===== config.mk =====
export PLATFORM = sky130hd
export DESIGN_NAME = ppci_div
export DESIGN_NICKNAME = d
export VERILOG_FILES = /design/src/ppci_pkg.sv /design/src/ppci_div.sv
export SDC_FILE = /design/constraint.sdc
export NUM_CORES = 1
export LEC_CHECK = 0
export ABC_AREA = 1
export BUFFER_PORTS_ARGS = -buffer_cell sky130_fd_sc_hd__buf_2
export CAP_MARGIN = 20
export CORE_ASPECT_RATIO = 0.8
export CORE_MARGIN = 2
export CORE_UTILIZATION = 40
export DETAILED_ROUTE_END_ITERATION = 16
export PLACE_DENSITY_LB_ADDON = 0.12
export SYNTH_ARGS = -nofsm -noshare
export SYNTH_HDL_FRONTEND = slang
export SYNTH_SLANG_ARGS = --single-unit

===== constraint.sdc =====
create_clock -name clk -period 3.25 [get_ports clk]
set_input_delay 0.1625 -clock clk [delete_from_list [all_inputs] [get_ports clk]]
set_output_delay 0.1625 -clock clk [all_outputs]
set_load 0.01 [all_outputs]

===== src/ppci_pkg.sv =====
// Shared types, constants and state codes for the particle integrator.
package ppci_pkg;

  localparam int FRAC_BITS   = 16;
  localparam int CFL_SHIFT   = 32 - FRAC_BITS;
  localparam int DIV_W       = 64 - CFL_SHIFT;
  localparam int DIV_CNT_W   = $clog2(DIV_W);
  localparam int SQRT_STEPS  = 32;
  localparam int SQRT_CNT_W  = $clog2(SQRT_STEPS);
  localparam int NUM_LANES   = 3;
  localparam int CFG_IDX_W   = 1;

  localparam logic [CFG_IDX_W-1:0] CFG_TIME_STEP    = 1'b0;
  localparam logic [CFG_IDX_W-1:0] CFG_PARTICLE_DIST = 1'b1;

  localparam logic [31:0] PART_DIST_RESET = 32'd65536;

  typedef struct packed {
    logic              func;
    logic              is_fluid;
    logic signed [31:0] vel_x;
    logic signed [31:0] vel_y;
    logic signed [31:0] vel_z;
    logic signed [31:0] acc_x;
    logic signed [31:0] acc_y;
    logic signed [31:0] acc_z;
    logic signed [31:0] pos_x;
    logic signed [31:0] pos_y;
    logic signed [31:0] pos_z;
    logic              last;
  } ppci_in_t;

  typedef struct packed {
    logic signed [31:0] new_vel_x;
    logic signed [31:0] new_vel_y;
    logic signed [31:0] new_vel_z;
    logic signed [31:0] new_pos_x;
    logic signed [31:0] new_pos_y;
    logic signed [31:0] new_pos_z;
    logic        [31:0] max_speed;
    logic        [31:0] cfl_number;
    logic               pass_done;
  } ppci_out_t;

  typedef struct packed {
    logic mul1;
    logic add1;
    logic mul2;
    logic add2;
  } lane_ctrl_t;

  typedef enum logic [3:0] {
    ST_IDLE,
    ST_MUL1,
    ST_ADD1,
    ST_MUL2,
    ST_ADD2,
    ST_MAX,
    ST_ROOT_GO,
    ST_ROOT_WAIT,
    ST_CFL_MUL,
    ST_DIV_GO,
    ST_DIV_WAIT,
    ST_DONE
  } ppci_state_t;

endpackage


===== src/ppci_div.sv =====
// Restoring divider, one quotient bit per cycle.
module ppci_div import ppci_pkg::*; (
  input  logic             clk,
  input  logic             rst_n,
  input  logic             start,
  input  logic [DIV_W-1:0] dividend,
  input  logic [31:0]      divisor,
  output logic             busy,
  output logic             done,
  output logic [DIV_W-1:0] quotient
);

  logic [DIV_W-1:0]     dvd_r, quot_r;
  logic [31:0]          rem_r;
  logic [DIV_CNT_W-1:0] cnt_r;
  logic                 busy_r, done_r;
  logic [32:0]          cur;
  logic                 fits;

  assign cur  = {rem_r, dvd_r[DIV_W-1]};
  assign fits = (cur >= {1'b0, divisor});

  always_ff @(posedge clk) begin
    if (!rst_n) begin
      busy_r <= 1'b0;
      done_r <= 1'b0;
      cnt_r  <= '0;
    end else begin
      done_r <= 1'b0;
      if (start) begin
        busy_r <= 1'b1;
        cnt_r  <= '0;
      end else if (busy_r) begin
        cnt_r <= cnt_r + 1'b1;
        if (cnt_r == DIV_CNT_W'(DIV_W - 1)) begin
          busy_r <= 1'b0;
          done_r <= 1'b1;
        end
      end
    end
  end

  // zero divisor: every trial fits, quotient comes out all ones
  always_ff @(posedge clk) begin
    if (start) begin
      dvd_r  <= dividend;
      rem_r  <= '0;
      quot_r <= '0;
    end else if (busy_r) begin
      dvd_r  <= {dvd_r[DIV_W-2:0], 1'b0};
      rem_r  <= fits ? 32'(cur - {1'b0, divisor}) : cur[31:0];
      quot_r <= {quot_r[DIV_W-2:0], fits};
    end
  end

  assign busy     = busy_r;
  assign done     = done_r;
  assign quotient = quot_r;

endmodule


## Yosys cells after proc, flatten, opt, wreduce, memory -nomap -nowiden

Cells that the tools add are included.

| storage, ports and cells | value |
|---|---|
| register bits | 136 |
| input bits | 83 |
| output and inout bits | 50 |
| logic and storage cells | 22 |

| operators by class | value |
|---|---|
| $add $sub $neg | 2 |
| order comparisons | 1 |
| equal/unequal tests | 1 |
| mux-type cells | 7 |
| bitwise operators | 2 |
| reduce and logical (&&, ||, !) cells | 3 |

Operators by type and width:

| operator | count |
|---|---|
| 48-bit two-way mux | 2 |
| 33-bit by 32-bit greater-or-equal comparator with 1-bit output | 1 |
| 32-bit two-way mux | 1 |
| 32-bit subtractor | 1 |
| 6-bit by 1-bit adder with 6-bit output, second input constant | 1 |
| 6-bit equality test, second input constant | 1 |
| 1-bit two-way mux | 4 |
| 3-bit OR reduction | 1 |
| 1-bit inverter | 2 |
| 2-bit nonzero test | 1 |
| 2-bit OR reduction | 1 |

## Logic depth before layout (Yosys ltp)

Gate-level depths: netlist (run 1).

| depth | value |
|---|---|
| depth in word-level cells | 4 |
| depth in mapped cells | 17 |
| mapped depth without buffers | 17 |

## Worst setup path after synthesis (run 1)

Ideal clock, no wire load.

| timing path | value |
|---|---|
| kind | reg2reg |
| start | register busy_r (netlist: busy) |
| end | register dvd_r[0] (enable) |
| library setup time | 0.431 ns |
| arrival | 2.154 ns |
| data required time | 2.819 ns |
| path slack | 0.665 ns |
| cell stages (with the launch flop) | 4 |
| path buffers | 1 |
| path through | dfxtp_1 > nor2_1 > clkinv_1 > clkbuf_1 |

| on the way | value |
|---|---|
| longest elaborated chain between the ends | 1 |

Ends and longest elaborated chain:

| item | RTL line | text |
|---|---|---|
| start, declared | ppci_div.sv:16 | `logic busy_r, done_r;` |
| start signal, assigned | ppci_div.sv:25 | `busy_r <= 1'b0;` |
| start signal, assigned | ppci_div.sv:31 | `busy_r <= 1'b1;` |
| start signal, assigned | ppci_div.sv:36 | `busy_r <= 1'b0;` |
| 2-bit nonzero test (no source line) | -- |  |
| end signal, assigned | ppci_div.sv:46 | `dvd_r <= dividend;` |
| end signal, assigned | ppci_div.sv:50 | `dvd_r <= {dvd_r[DIV_W-2:0], 1'b0};` |
| end, declared | ppci_div.sv:13 | `logic [DIV_W-1:0] dvd_r, quot_r;` |

Every way passes these cells.
A chain may end at the register's enable or synchronous reset.

## Worst setup path after layout (run 1)

| timing path | value |
|---|---|
| start | register rem_r[11] |
| end | register rem_r[31] |

| on the way | value |
|---|---|
| longest elaborated chain between the ends | 2 |
| elaborated cells between the ends (all ways) | 3 |
| classes of those cells | 1 x add/sub; 1 x order compare; 1 x mux |

Ends and longest elaborated chain:

| item | RTL line | text |
|---|---|---|
| start, declared | ppci_div.sv:14 | `logic [31:0] rem_r;` |
| start signal, assigned | ppci_div.sv:51 | `rem_r <= fits ? 32'(cur - {1'b0, divisor}) : cur[31:0];` |
| 32-bit subtractor or 33-bit by 32-bit greater-or-equal comparator with 1-bit output (tied branches) | ppci_div.sv:51, ppci_div.sv:21 |  |
| 32-bit two-way mux * | ppci_div.sv:51 |  |

Every way passes the cells marked *; elsewhere a longest branch is shown, timed or not.

==> key figures, run 1 <==
Floorplan
  • Initial Util: 41.0%
  • Core footprint: 0.0190 mm²
  • Die area: 0.0206 mm²
  • Die W: 160 µm
  • I/O pin total: 133
  • Rows: 45
  • Die Height: 129 µm

Synthesis
  • FF+latch count, synth: 136
  • Syn Nets: 1224
  • Sequential fraction of the synthesis area: 41.1%
  • Ys Warns: 0
  • Synth top area share: 22.6%
  • Distinct cells, synth: 45
  • EDFF count, synth: 48
  • Synth Instances: 1107
  • Post-synth ARST share: 0%
  • Synth area leader: dfxtp_1
  • Cell Area, Synth: 0.00779 mm²
  • Synth Flop Type: dfxtp_1
  • Dominant cells by area after synthesis: dfxtp_1, nand2_1, edfxtp_1, inv_1, ha_1
  • Synthesized area per cell: 7.04 µm²

Worst setup path
  • Crit path DAT: 2.81 ns
  • Worst path cell trace: ha_1, a21oi_1, o21ai_1, a21oi_2, nand2_2, nand2_4, nand2_8, or2_2, nand3_1, nand2_1
  • Nature of the critical path startpoint: flip-flop
  • Worst path top cell family by delay: simple AND/OR/NAND/NOR gates
  • Worst Path Buf+Inv: 0
  • Critical Path RT: 3.57 ns
  • CP max-delay cell: or2_2
  • CP endpoint kind: flip-flop
  • Setup CP Type: reg2reg
  • Worst-path fanout max: 54
  • Crit-path max cell delay: 0.36 ns

Outcome
  • Status: completed

Placed design
  • DP HPWL: 14700 µm
  • Gpl congestion: 0.929
  • I/O Buffers: 132
  • Placed insts: 1473

Clock network
  • Clk buf depth: 2
  • CTS HTree Levels: 4
  • Root Driver: clkbuf_16
  • Worst skew pair latency: 0.43 ns
  • Clk slew on worst S/H paths: 0.07 ns
  • Cts bufs inserted: 17
  • TritonCTS Sinks: 136
  • CTS tree: done
  • CTS resizes: 0

Routing
  • WL/cell: 13.5 µm
  • DRT iter0 DRCs: 544
  • Drt drc: 0
  • Wirelength, routed: 20600 µm
  • First drt pass iteration count: 5
  • Via count: 7243
  • Routed Antenna Nets: 0
  • Via/cell ratio: 4.73

Global routing
  • Met2 Usage GRT: 29.9%
  • Total global-route track usage: 20.5%
  • Vias in the first global route: 6926
  • Met1 Track Usage GR: 29.7%
  • Global-route wire length before repair: 34000 µm
  • Largest net degree at the start of global routing: 58
  • Met3 Use GR: 5.29%
  • Grt ovf: 0
  • Initial antenna violation count: 1
  • GRT Max-Usage Layer: met2

Finish
  • Reg area: 0.00320 mm²
  • Util after Layout: 50.1%
  • Post-route insts no fill: 1530
  • Leading cell types in the layout, fill and taps excluded: nand2_1, inv_1, buf_2
  • Area grow syn2layout: 22.4%
  • Footprint of the multi-input gates: 0.00373 mm²
  • Layout cells sized above 1: 16.6%
  • ANT cells: 0
  • Most common cell after layout, fill and taps aside: nand2_1
  • Filler cells: 2006
  • Nets: 1376

Power and ir drop
  • Cell leakage power: 4.91 nW
  • VDD IR max: 0.276 mV
  • PD cells: 440 mW/mm²

STA
  • Skew final: 0.00874 ns
  • Worst hold margin: 0.0174 ns
  • Setup TNS: 0 ns
  • Final setup violation count: 0
  • Final Hold Viols: 0
  • Final Cycle Share: 76.6%
  • Relative slew slack: 65.8%
  • Worst-margin pin slew: 0.512 ns
  • Fmax: 402 MHz
  • Min cycle time layout: 2.49 ns
  • Pins over their slew limit: 0
  • RSZ-0062 raised after global routing: no

Hold path
  • Hold WC Path Type: in2reg

Flow run
  • Max Cap Viol: 0
## report_power, final
group | internal [W] | switching, W
logic | 0.000145 | 0.000239
clock network | 0.00104 | 0.000918
registers | 0.00184 | 0.0000184
total | 0.00303 | 0.00117
## worst register-to-register path: cells and delay by family, from the launching register on
| family | cells | cell delay (ns) |
|---|---|---|
| adders and majority gates | 1 | 0.34 |
| DFF | 1 | 0.34 |
| and+or+nand+nor | 6 | 1.01 |
| AOI/OAI and AO/OA | 3 | 0.69 |
## cell type report
class                           count  share of cell area (%)
Multi-Input combinational cell    753                    39.1
Sequential cell                   136                    33.6
Timing Repair Buffer              165                    10.3
Inverter                          186                    7.36
Clock buffer                       17                    4.46
Tap cell                          258                    3.38
Clock inverter                     15                    1.86
## through the flow
step	area, µm²	setup WS [ns]	total power (W)
after floorplan	7790	0.665	0.00213
after global placement	8690	0.783	0.00226
after detailed placement	8690	0.786	0.00226
after CTS	9540	0.765	0.00426
after global routing	9540	0.562	0.00438
final	9540	0.760	0.00420
## state kept, by name (all words and copies together) (netlist names)
| signal | count |
|---|---|
| dvd_r | 48 |
| quotient | 48 |
| rem_r | 32 |
| done | 1 |
| busy | 1 |
| cnt_r | 6 |
## per-layer routing
layer  wire [µm]  vias to the layer above
met1       10700                     3226
li1            -                     3814
met5          13                        -
met2        8360                      179
met3        1380                       22
met4         236                        2
## worst paths after layout
check                             startpoint           end  slack, ns  cells past startpoint
worst max-delay path               rem_r[11]     rem_r[31]       0.76                     10
worst min-delay path            dividend[14]     dvd_r[14]       0.02                      3
worst max register to register     rem_r[11]     rem_r[31]       0.76                     10
worst min register to register  quotient[47]  quotient[47]       0.46                      2
## what timing repair did
item / 4_1_cts / 5_1_grt
hold buffers: 25 / 0
endpoints found under the setup margin: 0 / 0
setup buffers: 0 / 0
hold endpoints to repair: 25 / 0
## Yosys cell counts (2+ instances only)
| cell type | n |
|---|---|
| nand2_2 | 5 |
| or2_2 | 5 |
| xnor2_1 | 11 |
| o21ai_0 | 11 |
| o22ai_1 | 46 |
| a21oi_1 | 27 |
| o21bai_1 | 7 |
| o211ai_1 | 4 |
| or2_1 | 7 |
| nand3_2 | 3 |
| xor2_1 | 2 |
| o21ai_1 | 8 |
| dfxtp_1 | 88 |
| inv_1 | 174 |
| buf_2 | 4 |
| nor3b_1 | 4 |
| clkinv_1 | 2 |
| nand2_1 | 416 |
| and2_1 | 2 |
| nand4_1 | 13 |
| nor2_1 | 57 |
| clkbuf_1 | 22 |
| buf_6 | 4 |
| nand3_1 | 64 |
| nor3_1 | 9 |
| a21oi_2 | 3 |
| edfxtp_1 | 48 |
| nor2_2 | 4 |
| inv_2 | 9 |
| ha_1 | 33 |
## logic make-up (layout without fill, tap and decap cells)
family	count (synthesis)	after routing	share of synthesized area, %
buffers and inverters	218	383	11.1
AND/OR/NAND/NOR	596	596	32.2
AO/OA/AOI/OAI	110	110	8.52
adder cells (fa/ha/maj)	34	34	5.55
XOR/XNOR	13	13	1.46
flip-flops	136	136	41.1
(Power assumes the default switching activity.)
==> run 2: changes to the inputs <==
- ABC_AREA: 1 -> 0
- clock period: 3.25 -> 2.4 ns (I/O delays scaled with it)
==> key figures, run 2 <==
Outcome
  • Status: finished with violations
  • Failing checks: negative setup slack

Finish
  • ANT cells: 0
  • Filler cells: 1524
  • Most common cell after layout, fill and taps aside: buf_4
  • Util after Layout: 60.9%
  • Layout cells sized above 1: 45.5%
  • Leading cell types in the layout, fill and taps excluded: buf_4, buf_2, nor2_1
  • Area grow syn2layout: 49.9%
  • Nets: 1171
  • Post-route cell area: 0.0110 mm²

Worst setup path
  • Crit-path max cell delay: 0.39 ns
  • Nature of the critical path startpoint: flip-flop
  • Critical Path RT: 2.73 ns
  • Crit-path most repeated cell: buf_6
  • Worst path cell trace: ha_4, nand3_4, or3_4, a31oi_4, nor4b_4, o31ai_4, a21oi_4, buf_6, buf_12, buf_6, nand3b_1, o21ai_2, a211oi_2
  • Crit path DAT: 3.01 ns
  • Setup CP Type: reg2reg
  • Worst Path Buf+Inv: 3
  • Worst path top cell family by delay: compound AO/OA/AOI/OAI gates
  • CP max-delay cell: or3_4
  • CP endpoint kind: flip-flop
  • Worst-path fanout max: 5

Global routing
  • Total global-route track usage: 20.5%
  • Initial antenna violation count: 0
  • Largest net degree at the start of global routing: 113
  • Global-route wire length before repair: 32600 µm
  • Grt ovf: 0
  • Vias in the first global route: 6643

Synthesis
  • Dominant cells by area after synthesis: dfxtp_1, edfxtp_1, mux2_2, mux2i_1, ha_1
  • Post-synth ARST share: 0%
  • EDFF count, synth: 48
  • Synth area leader: dfxtp_1
  • FF+latch count, synth: 136
  • Top-count cell post-synth: nor2_1
  • Cell Area, Synth: 0.00736 mm²
  • Synth top area share: 23.9%
  • Sequential fraction of the synthesis area: 43.5%
  • Synth Flop Type: dfxtp_1
  • Distinct cells, synth: 64
  • Top cells by count, synth: nor2_1, dfxtp_1, a21oi_1
  • Ys Warns: 0
  • Syn Nets: 872
  • Synth Instances: 755
  • Synthesized area per cell: 9.75 µm²

STA
  • Min cycle time layout: 2.67 ns
  • Relative slew slack: 57.0%
  • Fmax: 374 MHz
  • PnR worst setup slack: -0.272 ns
  • Final Cycle Share: 111%
  • RSZ-0062 raised after global routing: yes
  • Worst hold margin: 0.00995 ns
  • Worst-margin pin slew: 0.645 ns
  • Pins over their slew limit: 0
  • Final Hold Viols: 0
  • Final setup violation count: 33
  • Skew final: 0.0100 ns
  • Setup TNS: -6.22 ns

Placed design
  • Placed cell area: 0.00930 mm²
  • Gpl congestion: 0.841
  • I/O Buffers: 132
  • DP HPWL: 13200 µm

Floorplan
  • Die W: 156 µm
  • Rows: 44
  • Initial Util: 40.6%
  • Core footprint: 0.0181 mm²
  • Die Height: 125 µm
  • Die area: 0.0195 mm²
  • I/O pin total: 133

Clock network
  • Clk buf depth: 2
  • CTS HTree Levels: 4
  • Root Driver: clkbuf_16
  • Worst skew pair latency: 0.42 ns
  • Cts bufs inserted: 17
  • TritonCTS Sinks: 136
  • Clk slew on worst S/H paths: 0.07 ns
  • CTS tree: done

Hold path
  • Hold WC Path Type: in2reg

Flow run
  • Max Cap Viol: 0

Routing
  • First drt pass iteration count: 4
  • Wirelength, routed: 19900 µm
  • Drt drc: 0
  • WL/cell: 15.4 µm
  • Via/cell ratio: 5.06
  • Routed Antenna Nets: 0
  • DRT iter0 DRCs: 299
  • Via count: 6560

Power and ir drop
  • Cell leakage power: 4.85 nW
  • PD cells: 650 mW/mm²
  • VDD IR max: 0.446 mV
[run 2: layer usage]
| metal | global-route usage (%) | wire [µm] | part of all wire, % |
|---|---|---|---|
| met4 | 5.23 | 255 | 1.3 |
| met3 | 4.54 | 848 | 4.3 |
| met5 | 0 | 0 | 0 |
| met2 | 32.8 | 9190 | 46 |
| met1 | 28.2 | 9620 | 48 |
[run 2: cells by family (layout without fill, tap and decap cells)]
logic type	after synthesis	after routing	share of synthesized area (%)
fa+ha+maj	34	34	5.88
buf+inv	93	404	5.10
compound gates	162	163	14.7
mux	100	100	14.5
flops	136	136	43.5
xor+xnor	32	32	3.81
simple gates	198	198	12.5
[run 2: where the power goes]
part / switching [W] / total, W / internal [W]
clock network: 0.00114 / 0.00251 / 0.00136
registers: 0.0000700 / 0.00262 / 0.00255
logic: 0.000972 / 0.00204 / 0.00107
[run 2: layout make-up]
cell class	count	area [µm²]	area share (%)
clock inverter	15	130	1.18
multi-input combinational	527	4430	40.1
tap	230	288	2.61
timing repair buffer	326	2370	21.5
clock buffer	17	425	3.86
inverter	46	173	1.57
sequential	136	3210	29.1
[run 2: per-stage QoR]
step                instances  power [W]  setup WS (ns)
floorplan                 755    0.00362        -0.0173
global placement         1203    0.00418         -0.250
detailed placement       1203    0.00420         -0.347
CTS                      1288    0.00700         -0.257
global route             1297    0.00751         -0.392
finish                   1297    0.00717         -0.272
[run 2: final timing paths]
kind           startpoint           end  slack (ns)  cells past startpoint
max              rem_r[6]      rem_r[9]       -0.27                     13
min          dividend[11]     dvd_r[11]        0.01                      2
max reg2reg      rem_r[6]      rem_r[9]       -0.27                     13
min reg2reg  quotient[47]  quotient[47]        0.51                      2
[run 2: timing repair]
item,in CTS,in global routing
hold endpoints to repair,35,0
cloned,4,1
setup endpoints to repair,33,33
gates resized for setup,56,76
pin swaps,35,47
setup buffers,14,11
hold buffers,35,0
[run 2: worst register-to-register path: stages, from the launching register on]
cell      delay, ns
dfxtp_2        0.34
ha_4           0.30
nand3_4        0.07
or3_4          0.39
a31oi_4        0.20
nor4b_4        0.08
o31ai_4        0.32
a21oi_4        0.11
buf_6          0.15
buf_12         0.14
buf_6          0.12
nand3b_1       0.09
o21ai_2        0.08
a211oi_2       0.20
==> run 3: changes to the inputs <==
- REMOVE_ABC_BUFFERS: not set -> 1
==> key figures, run 3 (synthesis results as in run 2) <==
Outcome
  • Status: finished with violations
  • Failing checks: negative setup slack

Routing
  • First drt pass iteration count: 4
  • DRT iter0 DRCs: 401
  • Drt drc: 0
  • Via count: 6544
  • Routed Antenna Nets: 0
  • WL/cell: 15.4 µm
  • Wirelength, routed: 19800 µm
  • Via/cell ratio: 5.10

Clock network
  • Root Driver: clkbuf_16
  • CTS tree: done
  • CTS HTree Levels: 4
  • Clk slew on worst S/H paths: 0.07 ns
  • Clk buf depth: 2
  • TritonCTS Sinks: 136
  • Worst skew pair latency: 0.42 ns
  • Cts bufs inserted: 17

Finish
  • ANT cells: 0
  • Util after Layout: 60.3%
  • Footprint of the multi-input gates: 0.00441 mm²
  • Post-route cell area: 0.0109 mm²
  • Reg area: 0.00322 mm²
  • Filler cells: 1484
  • Nets: 1157
  • Most common cell after layout, fill and taps aside: buf_2
  • Layout cells sized above 1: 44.9%
  • Area grow syn2layout: 48.5%
  • Leading cell types in the layout, fill and taps excluded: buf_2, buf_4, nor2_1

Hold path
  • Hold WC Path Type: in2reg

Placed design
  • DP HPWL: 12900 µm
  • Placed cell area: 0.00912 mm²
  • I/O Buffers: 132
  • Gpl congestion: 0.840

STA
  • Final Hold Viols: 0
  • Final Cycle Share: 112%
  • RSZ-0062 raised after global routing: yes
  • Skew final: 0.00925 ns
  • Min cycle time layout: 2.68 ns
  • Fmax: 373 MHz
  • Relative slew slack: 49.5%
  • Pins over their slew limit: 0
  • Final setup violation count: 33
  • PnR worst setup slack: -0.278 ns
  • Worst-margin pin slew: 0.758 ns

Global routing
  • Global-route wire length before repair: 32100 µm
  • Largest net degree at the start of global routing: 73
  • Grt ovf: 0
  • Initial antenna violation count: 0
  • Vias in the first global route: 6490
  • Total global-route track usage: 20.2%

Flow run
  • Max Cap Viol: 0

Floorplan
  • I/O pin total: 133
  • Die Height: 125 µm
  • Die W: 156 µm
  • Rows: 44
  • Die area: 0.0195 mm²
  • Initial Util: 40.6%
  • Core footprint: 0.0181 mm²

Worst setup path
  • Setup CP Type: reg2reg
  • Crit path DAT: 2.97 ns
  • Nature of the critical path startpoint: flip-flop
  • Critical Path RT: 2.69 ns
  • CP endpoint kind: flip-flop
  • R2R setup slack: -0.28 ns
  • Worst-path fanout max: 3

Power and ir drop
  • VDD IR max: 0.459 mV
  • Pwr Total: 0.00720 W
  • Cell leakage power: 4.82 nW
  • PD cells: 659 mW/mm²
==> run 3: changes by cell type in the layout (fill, tap and decap cells not counted), moves of 3 or more <==
cell and change:
buf_4 -8, nor2_4 +3, nor2_2 -5, buf_6 -6
o21ai_0 +4
==> run 3: worst max-delay path, cell delays in order (launching register included) <==
cell and delay [ns]:
edfxtp_1 0.37, inv_2 0.05, ha_4 0.16, fa_2 0.34, nand2b_4 0.17, a21oi_4 0.19, buf_6 0.12, o21ai_2 0.05
o2111a_1 0.25, a211oi_2 0.23, buf_4 0.16, a41o_1 0.20, nor4_2 0.04, a21oi_1 0.14, a211oi_2 0.08
==> run 3: path summary, 6_finish.rpt <==
path,startpoint,cells past startpoint,to
setup / recovery,dvd_r[47],14,rem_r[30]
hold / removal,dividend[26],2,dvd_r[26]
setup reg to reg,dvd_r[47],14,rem_r[30]
hold reg to reg,quotient[47],2,quotient[47]
==> run 3: final cells by class <==
| cell class | instances | share of cell area (%) |
|---|---|---|
| Clock buffer | 18 | 3.93 |
| Clock inverter | 14 | 1.28 |
| Inverter | 46 | 1.58 |
| Multi-Input combinational cell | 526 | 40.3 |
| Sequential cell | 136 | 29.4 |
| Tap cell | 230 | 2.63 |
| Timing Repair Buffer | 313 | 20.8 |
==> run 3: power breakdown <==
| group | internal [W] | total [W] | switching [W] |
|---|---|---|---|
| sequential | 0.00255 | 0.00262 | 0.0000711 |
| combinational | 0.00104 | 0.00200 | 0.000963 |
| clock | 0.00146 | 0.00257 | 0.00112 |
==> run 3: what timing repair did <==
action,4_1_cts,5_1_grt
buffers inserted,12,8
setup endpoints to repair,33,33
cloned,4,0
hold endpoints to repair,32,1
pin swaps,67,21
hold buffers,32,1
gates resized for setup,120,38
==> run 3: metal layers <==
layer  GRT usage, %  wire length, µm  vias to the layer above  share of wire [%]
met4           6.15              378                        0                1.9
met3           4.58              874                       29                4.4
met2           31.3             8930                      148                 45
li1               -                -                     3264                  -
met5              0                0                        -                  0
met1           28.2             9630                     3103                 49
==> run 3: through the flow <==
step                hold slack (ns)  setup WS (ns)  TNS, ns  std cells
floorplan                     0.185          -3.22  -258.12        708
global placement              0.368         -0.503    -9.68       1200
detailed placement            0.367         -0.520   -10.96       1200
CTS                        0.000209         -0.196    -3.38       1278
global route                0.00520         -0.380    -7.60       1283
finish                       0.0124         -0.278    -4.69       1283
