`src/ppci_pkg.sv`:
```
// Shared types, constants and state codes for the particle integrator.
package ppci_pkg;

  localparam int FRAC_BITS   = 16;
  localparam int CFL_SHIFT   = 32 - FRAC_BITS;
  localparam int DIV_W       = 64 - CFL_SHIFT;
  localparam int DIV_CNT_W   = $clog2(DIV_W);
  localparam int SQRT_STEPS  = 32;
  localparam int SQRT_CNT_W  = $clog2(SQRT_STEPS);
  localparam int NUM_LANES   = 3;
  localparam int CFG_IDX_W   = 1;

  localparam logic [CFG_IDX_W-1:0] CFG_TIME_STEP    = 1'b0;
  localparam logic [CFG_IDX_W-1:0] CFG_PARTICLE_DIST = 1'b1;

  localparam logic [31:0] PART_DIST_RESET = 32'd65536;

  typedef struct packed {
    logic              func;
    logic              is_fluid;
    logic signed [31:0] vel_x;
    logic signed [31:0] vel_y;
    logic signed [31:0] vel_z;
    logic signed [31:0] acc_x;
    logic signed [31:0] acc_y;
    logic signed [31:0] acc_z;
    logic signed [31:0] pos_x;
    logic signed [31:0] pos_y;
    logic signed [31:0] pos_z;
    logic              last;
  } ppci_in_t;

  typedef struct packed {
    logic signed [31:0] new_vel_x;
    logic signed [31:0] new_vel_y;
    logic signed [31:0] new_vel_z;
    logic signed [31:0] new_pos_x;
    logic signed [31:0] new_pos_y;
    logic signed [31:0] new_pos_z;
    logic        [31:0] max_speed;
    logic        [31:0] cfl_number;
    logic               pass_done;
  } ppci_out_t;

  typedef struct packed {
    logic mul1;
    logic add1;
    logic mul2;
    logic add2;
  } lane_ctrl_t;

  typedef enum logic [3:0] {
    ST_IDLE,
    ST_MUL1,
    ST_ADD1,
    ST_MUL2,
    ST_ADD2,
    ST_MAX,
    ST_ROOT_GO,
    ST_ROOT_WAIT,
    ST_CFL_MUL,
    ST_DIV_GO,
    ST_DIV_WAIT,
    ST_DONE
  } ppci_state_t;

endpackage

```
`src/ppci_isqrt.sv`:
```
// Bit-serial integer square root, two radicand bits per cycle.
module ppci_isqrt import ppci_pkg::*; (
  input  logic        clk,
  input  logic        rst_n,
  input  logic        start,
  input  logic [63:0] radicand,
  output logic        busy,
  output logic        done,
  output logic [31:0] root
);

  logic [63:0]           rad_r;
  logic [33:0]           rem_r, rem_nxt;
  logic [31:0]           root_r, root_nxt;
  logic [SQRT_CNT_W-1:0] cnt_r;
  logic                  busy_r, done_r;
  logic [35:0]           cur, trial;

  assign cur   = {rem_r, rad_r[63:62]};
  assign trial = {2'b00, root_r, 2'b01};

  always_comb begin
    if (cur >= trial) begin
      rem_nxt  = 34'(cur - trial);
      root_nxt = {root_r[30:0], 1'b1};
    end else begin
      rem_nxt  = 34'(cur);
      root_nxt = {root_r[30:0], 1'b0};
    end
  end

  always_ff @(posedge clk) begin
    if (!rst_n) begin
      busy_r <= 1'b0;
      done_r <= 1'b0;
      cnt_r  <= '0;
    end else begin
      done_r <= 1'b0;
      if (start) begin
        busy_r <= 1'b1;
        cnt_r  <= '0;
      end else if (busy_r) begin
        cnt_r <= cnt_r + 1'b1;
        if (cnt_r == SQRT_CNT_W'(SQRT_STEPS - 1)) begin
          busy_r <= 1'b0;
          done_r <= 1'b1;
        end
      end
    end
  end

  always_ff @(posedge clk) begin
    if (start) begin
      rad_r  <= radicand;
      rem_r  <= '0;
      root_r <= '0;
    end else if (busy_r) begin
      rad_r  <= {rad_r[61:0], 2'b00};
      rem_r  <= rem_nxt;
      root_r <= root_nxt;
    end
  end

  assign busy = busy_r;
  assign done = done_r;
  assign root = root_r;

endmodule

```
`config.mk`:
```
export PLATFORM = sky130hd
export DESIGN_NAME = ppci_isqrt
export DESIGN_NICKNAME = d
export VERILOG_FILES = /design/src/ppci_pkg.sv /design/src/ppci_isqrt.sv
export SDC_FILE = /design/constraint.sdc
export NUM_CORES = 1
export LEC_CHECK = 0
export BUFFER_PORTS_ARGS = -buffer_cell sky130_fd_sc_hd__buf_4
export CAP_MARGIN = 10
export CORE_ASPECT_RATIO = 1.4
export CORE_MARGIN = 4
export CORE_UTILIZATION = 45
export DETAILED_ROUTE_END_ITERATION = 8
export PLACE_DENSITY_LB_ADDON = 0.15
export SKIP_CTS_REPAIR_TIMING = 1
export SYNTH_ARGS = -nofsm -noshare
export SYNTH_HDL_FRONTEND = slang
export SYNTH_SLANG_ARGS = --single-unit
```
`constraint.sdc`:
```
create_clock -name clk -period 3.69 [get_ports clk]
set_clock_uncertainty 0.15 [all_clocks]
set_input_delay 0.738 -clock clk [delete_from_list [all_inputs] [get_ports clk]]
set_output_delay 0.738 -clock clk [all_outputs]
set_load 0.1 [all_outputs]
```
== After elaboration in Yosys (flattened, before gate mapping) ==
Index checks and enable logic that the tools add are counted.
Word-level totals
  register bits: 137
  input port bits: 67
  output and inout bits: 34
  word-level logic and storage cells: 23
Operators by class
  add/sub/neg operators: 2
  magnitude comparators: 1
  equality and inequality tests: 1
  mux-type cells: 8
  bitwise logic cells: 2
  reduce and logical (&&, ||, !) cells: 3
Operator list (count)
  $mux 64: 2
  $ge 36x34->1: 1
  $mux 34: 1
  $sub 34x34->34: 1
  $add 5x1->5 const B: 1
  $eq 5x5->1 const B: 1
  $mux 1: 5
  $reduce_or 3->1: 1
  $not 1->1: 2
  $reduce_bool 2->1: 1
  $reduce_or 2->1: 1

== Longest topological paths before layout ==
Gate-level depths: netlist (run 1).
  depth after elaboration: 4
  depth in mapped cells: 13
  mapped depth without buffers: 11

== Worst setup path after synthesis (run 1) ==
OpenSTA, ideal clock, no wires.
  path type: register to register
  start: reg busy_r (netlist: busy)
  end: reg rad_r[0], enable pin
  library setup time: 0.423 ns
  arrival time: 2.819 ns
  required time: 3.117 ns
  slack: 0.298 ns
  cell stages (with the launch flop): 4
  path buffers: 1
  period minus slack after synthesis: 3.392 ns
  cell sequence: dfxtp_1 > inv_1 > clkbuf_1 > nand2_1
Between the ends
  cells in the longest elaborated chain, start to end: 1
Ends and longest elaborated chain
  start, declared: RTL line ppci_isqrt.sv:16  | logic busy_r, done_r;
  start signal, assigned: RTL line ppci_isqrt.sv:34  | busy_r <= 1'b0;
  start signal, assigned: RTL line ppci_isqrt.sv:40  | busy_r <= 1'b1;
  start signal, assigned: RTL line ppci_isqrt.sv:45  | busy_r <= 1'b0;
  $reduce_bool 2->1 (no line)
  end signal, assigned: RTL line ppci_isqrt.sv:54  | rad_r <= radicand;
  end signal, assigned: RTL line ppci_isqrt.sv:58  | rad_r <= {rad_r[61:0], 2'b00};
  end, declared: RTL line ppci_isqrt.sv:12  | logic [63:0] rad_r;
Every way passes these cells.
A chain may end at the register's enable or synchronous reset.

== Final worst setup path (run 1) ==
  start: reg root_r[23] (netlist: root[23])
  end: reg rem_r[26]
Between the ends
  cells in the longest elaborated chain, start to end: 2
  elaborated cells on any way between the ends: 3
  classes of those cells: add/sub: 1; order compare: 1; mux: 1
Ends and longest elaborated chain
  start, declared: RTL line ppci_isqrt.sv:14  | logic [31:0] root_r, root_nxt;
  start signal, assigned: RTL line ppci_isqrt.sv:60  | root_r <= root_nxt;
  $sub 34x34->34 / $ge 36x34->1 (equally long branches): RTL line ppci_isqrt.sv:24, ppci_isqrt.sv:23
  $mux 34 *: RTL line ppci_isqrt.sv:23  | if (cur >= trial) begin
  end signal, assigned: RTL line ppci_isqrt.sv:59  | rem_r <= rem_nxt;
  end, declared: RTL line ppci_isqrt.sv:13  | logic [33:0] rem_r, rem_nxt;
Mark *: on every way between the ends. The rest lies on a longest branch, timed or not.

==> impl_metrics.py, run 1 <==
metrics = {
    "global_routing": {
        "grt_max_degree": 49,
        "grt.total_usage_pct": 18.1,
        "grt_pass1_vias": 5953,
        "antenna_found_initial": 0,
        "grt_pass1_wl_mm": 28.5,
        "globalRouteOverflowTotal": 0,
    },
    "logic_synthesis": {
        "ys.flop_type": "dfxtp_1",
        "syn_inst": 764,
        "synthArstFlopShare_pct": 0,
        "ys_seq_area_share_pct": 43.9,
        "netlist_area_sq_mm": 0.00771,
        "synth-edff-count": 64,
        "yosysWarnings": 0,
        "avgSynthCellArea_sq_um": 10.1,
        "synth.distinct_cells": 60,
        "synthesis.nets": 867,
        "yosys_register_bits": 137,
    },
    "finish": {
        "drive_above_1_share_pct": 26.4,
        "fin_util_pct": 53.6,
        "fin_nets": 928,
        "final_cell_mix": "buf_4 (113), nor2_1 (83), dfxtp_1 (72)",
        "antenna_cells": 0,
        "mostFrequentLayoutCell": "buf_4",
        "area_growth_pct": 16.9,
    },
    "critical_path": {
        "cp.arrival_ns": 3.44,
        "cp-startpoint": "root[23]",
        "critPathLaunchType": "register",
        "end_kind": "register",
        "critPathMaxFanout": 7,
        "r2r-start": "root[23]",
        "critPathRequiredTime_ns": 3.83,
        "critPathKind": "reg2reg",
    },
    "place": {
        "place_hpwl_mm": 12.4,
        "pre_cts_ws_ns": 0.361,
        "place_congestion": 0.879,
        "port_buffers": 100,
    },
    "floorplanning": {
        "initial_core_util_pct": 45.8,
        "num_rows": 56,
        "io_pins": 101,
        "die_area_sq_mm": 0.0193,
        "core_area_sq_mm": 0.0168,
        "dieHeight_um": 163,
        "fp.dieW_um": 119,
    },
    "power_and_ir_drop": {
        "p_clk_share_pct": 27.5,
        "swShare_pct": 36.8,
        "cell_internal_pwr_w": 0.00395,
        "p_leak_nw": 3.70,
        "p_sw_w": 0.00230,
        "p_seq_share_pct": 30.3,
        "ir_worst_vdd_uv": 311,
        "comb_power_share_pct": 42.2,
        "powerDensity_mw_per_mm2": 694,
    },
    "routing": {
        "routed_wl_mm": 16.9,
        "drc": 0,
        "ant_nets": 0,
        "drt-vias-per-instance": 5.42,
        "wl_per_cell_um": 16.2,
        "vias": 5646,
        "drt_iter0_drc": 247,
        "firstDrtPassIters": 6,
    },
    "timing": {
        "slew_violations": 0,
        "max_slew.worst_pin.slew_ns": 0.634,
        "max_freq_mhz": 302,
        "grt_setup_unrepaired": "no",
        "setup_viol_count_final": 0,
        "fin_ws_ns": 0.383,
        "finalHoldViolCount": 0,
        "fin_crit_sh_pct": 89.6,
        "finalCriticalPeriod_ns": 3.31,
        "relSlewSlack_pct": 57.7,
        "fin_setup_tns_ns": 0,
    },
    "clocking": {
        "cts_max_level": 4,
        "cts-buffers-inserted": 17,
        "clk_pin_slew_worst_paths_ns": 0.06,
        "clk_latency_ns": 0.42,
        "cts_tree": "built",
        "clkSinkCount": 137,
        "ctsRootBufferMaster": "clkbuf_16",
        "clockBufferDepth": 2,
    },
    "flow_run": {
        "maxCapViolCount": 0,
    },
    "outcome": {
        "status": "complete, no violations",
    },
    "worst_hold_path": {
        "hp-start": "rem_r[32]",
        "hold_class": "reg2reg",
    },
}
## final cells by class
cell class | instances | area, sq um
Clock inverter | 13 | 144
Tap cell | 203 | 254
Inverter | 42 | 158
Multi-Input combinational cell | 513 | 3740
Clock buffer | 19 | 454
Sequential cell | 137 | 3390
Fill cell | 1554 | 7810
Timing Repair Buffer | 114 | 868
## power groups by stage
stage | registers, W | logic (W) | clock network (W)
2_1_floorplan | 0.00190 | 0.00208 | 0
3_3_place_gp | 0.00192 | 0.00260 | 0
3_5_place_dp | 0.00193 | 0.00263 | 0
4_1_cts | 0.00190 | 0.00265 | 0.00176
5_1_grt | 0.00192 | 0.00293 | 0.00183
6_report | 0.00190 | 0.00264 | 0.00172
## logic make-up (layout without fill, tap and decap cells)
family	after synthesis	after routing	synth area share [%]
xor+xnor	28	28	3.18
buf+inv	114	188	7.56
mux	106	106	14.9
flops	137	137	43.9
fa+ha+maj	36	36	5.84
simple gates	205	205	11.9
compound gates	138	138	12.8
## layer usage
layer | part of all wire [%] | GRT usage (%) | vias up
met5 | 0 | 0 | -
met4 | 2.2 | 7.33 | 0
met3 | 4.9 | 5.04 | 34
met2 | 52 | 32.1 | 108
met1 | 41 | 20.3 | 2684
li1 | - | - | 2820
## metrics by stage
stage / hold WS, ns / cell area (sq um) / total power (W) / instances
after global routing: 0.361 / 9010 / 0.00667 / 1041
final: 0.335 / 9010 / 0.00625 / 1041
after CTS: 0.341 / 9010 / 0.00631 / 1041
after floorplan: 0.313 / 7710 / 0.00398 / 764
after detailed placement: 0.333 / 8410 / 0.00456 / 1009
after global placement: 0.330 / 8410 / 0.00452 / 1009
## synthesized netlist by cell type, drive strengths merged (3+ instances only)
master	instances	area share, %
a211oi	11	1.1
inv	42	2.0
a21o	14	1.4
a31oi	5	0.57
nand4	8	0.73
a311oi	18	2.2
o21ai	17	1.2
and2	5	0.41
mux2i	40	5.2
nand2	67	3.3
clkbuf	23	1.1
o31ai	3	0.29
or3	3	0.24
nand2b	7	0.57
a21oi	37	2.5
dfxtp	73	19
o21a	7	0.68
buf	49	4.4
mux2	66	9.7
xor2	15	1.7
nand3	9	0.58
nor2	83	4.0
xnor2	13	1.5
ha	36	5.8
nor3	9	0.58
o211ai	10	0.97
and3	6	0.49
edfxtp	64	25
## flip-flops by register name, indices dropped and copies added (netlist names)
register	cells
busy	1
rem_r	34
cnt_r	5
done	1
root	32
rad_r	64
## path summary, 6_finish.rpt
check	slack (ns)	endpoint	cells after the start
worst max-delay path	0.38	rem_r[26]	12
worst min-delay path	0.33	rem_r[32]	2
worst max register to register	0.38	rem_r[26]	12
worst min register to register	0.33	rem_r[32]	2
## worst max-delay path, stage by stage, from the launching register on
cell and delay (ns):
dfxtp_1 0.37, inv_1 0.06, ha_1 0.39, and3_1 0.35, nand2_2 0.12, nor4_4 0.30
o21ai_1 0.14, a311oi_2 0.28, or2_1 0.28, buf_4 0.20, mux2_4 0.30, mux2i_1 0.18
a211oi_2 0.06
Note: power is estimated with default switching activity, not from simulation.
==> run 2: changes to the inputs <==
- CORE_MARGIN: 4 -> 5
- RECOVER_POWER: default -> 50
==> run 2 against run 1 <==
  * The run now ends with capacitance limit, slew limit left
  * Combinational power is 2% lower
  * Die area is 2.9% higher
  * Via count is 0.55% lower
  * Non-clock buffer count is 4 lower
  * Sequential power hardly changed
  * Count of clock-buffer cells in the layout stayed put
  * Global-route usage is 0.70 points lower
  * Critical path type unchanged
  * Highest routed layer unchanged
==> impl_metrics.py, run 2 (synthesis gave the netlist of run 1 again) <==
metrics = {
    "critical_path": {
        "critPathLaunchType": "register",
        "critPathKind": "reg2reg",
        "cp.arrival_ns": 3.44,
        "critPathMaxFanout": 14,
        "r2r_cells": 12,
        "critPathRequiredTime_ns": 3.78,
        "end_kind": "register",
    },
    "finish": {
        "largest_register_ffs": 64,
        "fin_nets": 924,
        "antenna_cells": 0,
        "area_growth_pct": 15.0,
        "mostFrequentLayoutCell": "buf_4",
        "drive_above_1_share_pct": 24.2,
        "fill_cells": 1554,
        "final_cell_mix": "buf_4 (90), nor2_1 (82), dfxtp_1 (73)",
        "regMostFlops": "rad_r",
    },
    "outcome": {
        "status": "complete, but fails checks",
        "violations": "capacitance limit, slew limit",
    },
    "timing": {
        "grt_setup_unrepaired": "no",
        "slew_violations": 44,
        "finalCriticalPeriod_ns": 3.35,
        "setup_viol_count_final": 0,
        "relSlewSlack_pct": -61.1,
        "fin_setup_tns_ns": 0,
        "max_freq_mhz": 298,
        "max_slew.worst_pin.slew_ns": 2.42,
        "finalHoldViolCount": 0,
        "whs_ns": 0.347,
        "fin_ws_ns": 0.337,
        "fin_crit_sh_pct": 90.9,
    },
    "floorplanning": {
        "num_rows": 56,
        "io_pins": 101,
        "core_area_sq_mm": 0.0168,
        "die_area_sq_mm": 0.0199,
        "initial_core_util_pct": 45.8,
        "fp.dieW_um": 121,
        "dieHeight_um": 165,
    },
    "routing": {
        "drt-vias-per-instance": 5.41,
        "wl_per_cell_um": 16.2,
        "vias": 5615,
        "routed_wl_mm": 16.8,
        "drc": 0,
        "drt_iter0_drc": 191,
        "firstDrtPassIters": 5,
        "ant_nets": 0,
    },
    "global_routing": {
        "met3_usage_pct": 6.00,
        "met1_usage_pct": 19.2,
        "grt_use_met2_pct": 31.1,
        "grt.total_usage_pct": 17.4,
        "grt_max_degree": 65,
        "grt_pass1_wl_mm": 27.9,
        "grt_pass1_vias": 5771,
        "globalRouteOverflowTotal": 0,
        "gr-max-usage-layer": "met2",
        "antenna_found_initial": 0,
    },
    "power_and_ir_drop": {
        "p_seq_share_pct": 31.3,
        "cell_internal_pwr_w": 0.00380,
        "comb_power_share_pct": 42.8,
        "p_leak_nw": 3.59,
        "p_sw_w": 0.00227,
        "swShare_pct": 37.5,
        "ir_worst_vdd_uv": 403,
        "p_clk_share_pct": 25.9,
        "powerDensity_mw_per_mm2": 686,
    },
    "clocking": {
        "ctsRootBufferMaster": "clkbuf_16",
        "cts-buffers-inserted": 17,
        "clockBufferDepth": 2,
        "cts_max_level": 4,
        "clk_pin_slew_worst_paths_ns": 0.06,
        "cts_tree": "built",
        "clkSinkCount": 137,
        "clk_latency_ns": 0.42,
    },
    "worst_hold_path": {
        "hold_class": "reg2reg",
        "holdPathStages": 2,
    },
    "place": {
        "pre_cts_ws_ns": 0.357,
        "place_hpwl_mm": 11.9,
        "port_buffers": 100,
        "place_congestion": 0.916,
    },
    "flow_run": {
        "maxCapViolCount": 1,
    },
}
-- run 2: changes by cell type in the layout (fill, tap and decap cells not counted), sizes merged --
cell	before	now
buf	114	91
clkbuf	19	38
bufinv	2	0
clkinv	5	7
clkinvlp	4	3
inv	44	45
-- run 2: final cells by class --
cell class / instances / area [sq um] / share of cell area (%)
multi-input combinational: 513 / 3750 / 42.3
tap: 203 / 254 / 2.87
inverter: 42 / 158 / 1.78
clock buffer: 19 / 453 / 5.11
timing repair buffer: 110 / 771 / 8.70
sequential: 137 / 3380 / 38.2
clock inverter: 13 / 95.1 / 1.07
-- run 2: per-stage QoR --
| stage | utilization (%) | power [W] | instance area (sq um) | instances |
|---|---|---|---|---|
| floorplan | - | 0.00398 | 7710 | 764 |
| global placement | 49.9 | 0.00450 | 8400 | 1005 |
| detailed placement | 49.9 | 0.00452 | 8400 | 1005 |
| CTS | 53.2 | 0.00614 | 8940 | 1037 |
| global route | 52.7 | 0.00650 | 8860 | 1037 |
| finish | 52.7 | 0.00607 | 8860 | 1037 |
-- run 2: final timing paths --
check	slack, ns	end	start
worst max-delay path	0.34	rem_r[11]	root[23]
worst min-delay path	0.35	rem_r[32]	rem_r[32]
worst max register to register	0.34	rem_r[11]	root[23]
worst min register to register	0.35	rem_r[32]	rem_r[32]
-- run 2: per-layer routing --
layer,wire length (um),vias up
li1,-,2812
met3,957,17
met1,7010,2666
met4,210,0
met5,0,-
met2,8650,120
-- run 2: critical path, cell delays in order, from the launching register on --
cell and delay (ns):
dfxtp_1 0.37, inv_1 0.06, ha_1 0.39, and3_1 0.34, nand2_2 0.12, nor4_4 0.29
o21ai_1 0.13, a311oi_2 0.29, or2_1 0.31, buf_4 0.20, buf_4 0.20, mux2i_1 0.21
a211oi_1 0.09
-- run 2: power groups by stage --
stage               logic, W  registers (W)  clock network, W
finish               0.00260        0.00190           0.00157
global route         0.00288        0.00192           0.00170
CTS                  0.00262        0.00190           0.00162
detailed placement   0.00259        0.00193                 0
global placement     0.00257        0.00193                 0
floorplan            0.00208        0.00190                 0
==> run 3: changes to the inputs <==
- CORE_UTILIZATION: 45 -> 30
==> run 3 against run 2 <==
  * The run still ends with capacitance limit, slew limit left
  * Sequential cell count unchanged
  * Power increased by 2.9%
  * Utilization decreased by 17 points
  * Global-route usage decreased by 4.4 points
  * Count of clock-buffer cells in the layout unchanged
  * Fmax increased by 1.3%
  * Largest cell class unchanged
  * Sequential share of layout area decreased by 0.86 points
  * First-iteration DRC count decreased by 15%
  * Routed wire length increased by 10%
  * Critical path type unchanged
  * Highest routed layer unchanged
  * Combinational power about the same
  * Final cell count increased by 11%
  * Non-clock buffer count increased by 3
==> impl_metrics.py, run 3 (synthesis gave the netlist of run 1 again) <==
metrics = {
    "timing": {
        "finalCriticalPeriod_ns": 3.31,
        "relSlewSlack_pct": -13.2,
        "fin_crit_sh_pct": 89.7,
        "setup_viol_count_final": 0,
        "max_slew.worst_pin.slew_ns": 1.70,
        "slew_violations": 168,
        "fin_setup_tns_ns": 0,
        "grt_setup_unrepaired": "no",
        "max_freq_mhz": 302,
        "fin_ws_ns": 0.382,
        "finalHoldViolCount": 0,
    },
    "place": {
        "place_congestion": 0.784,
        "pre_cts_ws_ns": 0.405,
        "place_hpwl_mm": 12.7,
        "port_buffers": 100,
    },
    "critical_path": {
        "r2r_end": "rem_r[15]",
        "end_kind": "register",
        "crit_slowest_cell": "ha_1",
        "r2r-start": "root[23]",
        "critPathKind": "reg2reg",
        "critPathLaunchType": "register",
        "slowest_delay_ns": 0.39,
        "critPathRequiredTime_ns": 3.79,
        "r2r_cells": 12,
        "cp.arrival_ns": 3.41,
        "r2r_slack_ns": 0.38,
        "critPathMaxFanout": 19,
        "path_cells": "inv_1 > ha_1 > and3_1 > nand2_2 > nor4_4 > o21ai_1 > a311oi_2 > or2_1 > buf_4 > mux2_1 > mux2i_1 > nor2_1",
    },
    "floorplanning": {
        "fp.dieW_um": 145,
        "die_area_sq_mm": 0.0290,
        "num_rows": 69,
        "dieHeight_um": 200,
        "io_pins": 101,
        "core_area_sq_mm": 0.0254,
        "initial_core_util_pct": 30.4,
    },
    "finish": {
        "area_growth_pct": 17.6,
        "antenna_cells": 0,
        "final_cell_mix": "buf_4 (92), nor2_1 (82), dfxtp_1 (73)",
        "drive_above_1_share_pct": 23.9,
        "mostFrequentLayoutCell": "buf_4",
        "regMostFlops": "rad_r",
        "fin_util_pct": 35.7,
        "largest_register_ffs": 64,
        "fin_nets": 927,
    },
    "power_and_ir_drop": {
        "total_power_w": 0.00625,
        "swShare_pct": 37.5,
        "p_clk_share_pct": 27.9,
        "p_leak_nw": 3.61,
        "p_seq_share_pct": 30.5,
        "comb_power_share_pct": 41.6,
        "cell_internal_pwr_w": 0.00391,
        "powerDensity_mw_per_mm2": 689,
        "ir_worst_vdd_uv": 324,
        "p_sw_w": 0.00234,
    },
    "clocking": {
        "cts_max_level": 4,
        "cts_tree": "built",
        "cts-buffers-inserted": 17,
        "clk_pin_slew_worst_paths_ns": 0.06,
        "clockBufferDepth": 2,
        "ctsRootBufferMaster": "clkbuf_16",
        "clk_latency_ns": 0.43,
        "clkSinkCount": 137,
    },
    "global_routing": {
        "globalRouteOverflowTotal": 0,
        "grt_max_degree": 132,
        "grt_pass1_wl_mm": 30.4,
        "antenna_found_initial": 0,
        "grt_pass1_vias": 5870,
        "grt.total_usage_pct": 13.0,
    },
    "routing": {
        "drt_iter0_drc": 163,
        "ant_nets": 0,
        "drc": 0,
        "firstDrtPassIters": 4,
        "routed_wl_mm": 18.5,
        "wl_per_cell_um": 16.0,
        "vias": 5611,
        "drt-vias-per-instance": 4.85,
    },
    "worst_hold_path": {
        "min_to": "rem_r[7]",
        "hp-start": "rem_r[5]",
        "hold_class": "reg2reg",
        "holdPathStages": 2,
    },
    "outcome": {
        "violations": "capacitance limit, slew limit",
        "status": "complete, but fails checks",
    },
    "flow_run": {
        "maxCapViolCount": 2,
    },
}
-- run 3: power by group through the flow --
stage                     Combinational, W  Sequential [W]  Clock (W)
after floorplan                    0.00208         0.00190          0
after global placement             0.00265         0.00194          0
after detailed placement           0.00264         0.00194          0
after CTS                          0.00265         0.00191    0.00180
after global routing               0.00291         0.00193    0.00187
final                              0.00260         0.00190    0.00174
-- run 3: worst max path at each step --
stage | cells past startpoint | end | start
2_1_floorplan | 3 | rad_r[0] | busy
3_3_place_gp | 12 | rem_r[18] | root[23]
3_5_place_dp | 12 | rem_r[18] | root[23]
4_1_cts | 12 | rem_r[15] | root[23]
5_1_grt | 12 | rem_r[18] | root[23]
6_report | 12 | rem_r[15] | root[23]
-- run 3: through the flow --
stage	hold slack [ns]	instances	instance area, sq um
detailed placement	0.339	1124	8560
floorplan	0.313	764	7710
CTS	0.349	1156	9150
finish	0.345	1156	9060
global route	0.375	1156	9060
global placement	0.332	1124	8560
-- run 3: final cells by class --
type / count / area [sq um]
multi-input combinational: 513 / 3740
fill: 2666 / 16300
sequential: 137 / 3380
inverter: 42 / 158
clock buffer: 19 / 443
tap: 319 / 399
clock inverter: 13 / 144
timing repair buffer: 113 / 793
-- run 3: layer usage --
metal | vias to the layer above | GRT usage (%) | part of all wire, % | wire length, um
li1 | 2817 | - | - | -
met1 | 2676 | 14.7 | 42 | 7850
met2 | 100 | 22.6 | 50 | 9290
met3 | 18 | 4.76 | 6.1 | 1140
met4 | 0 | 4.53 | 1.5 | 270
met5 | - | 0 | 0 | 0
-- run 3: worst max-delay path: cells and delay by family, from the launching register on --
| kind | cells | cell delay, ns |
|---|---|---|
| flip-flops | 1 | 0.37 |
| multiplexers | 2 | 0.48 |
| AO/OA/AOI/OAI | 2 | 0.43 |
| AND/OR/NAND/NOR | 5 | 0.97 |
| adder cells (fa/ha/maj) | 1 | 0.39 |
| buffers and inverters | 2 | 0.32 |
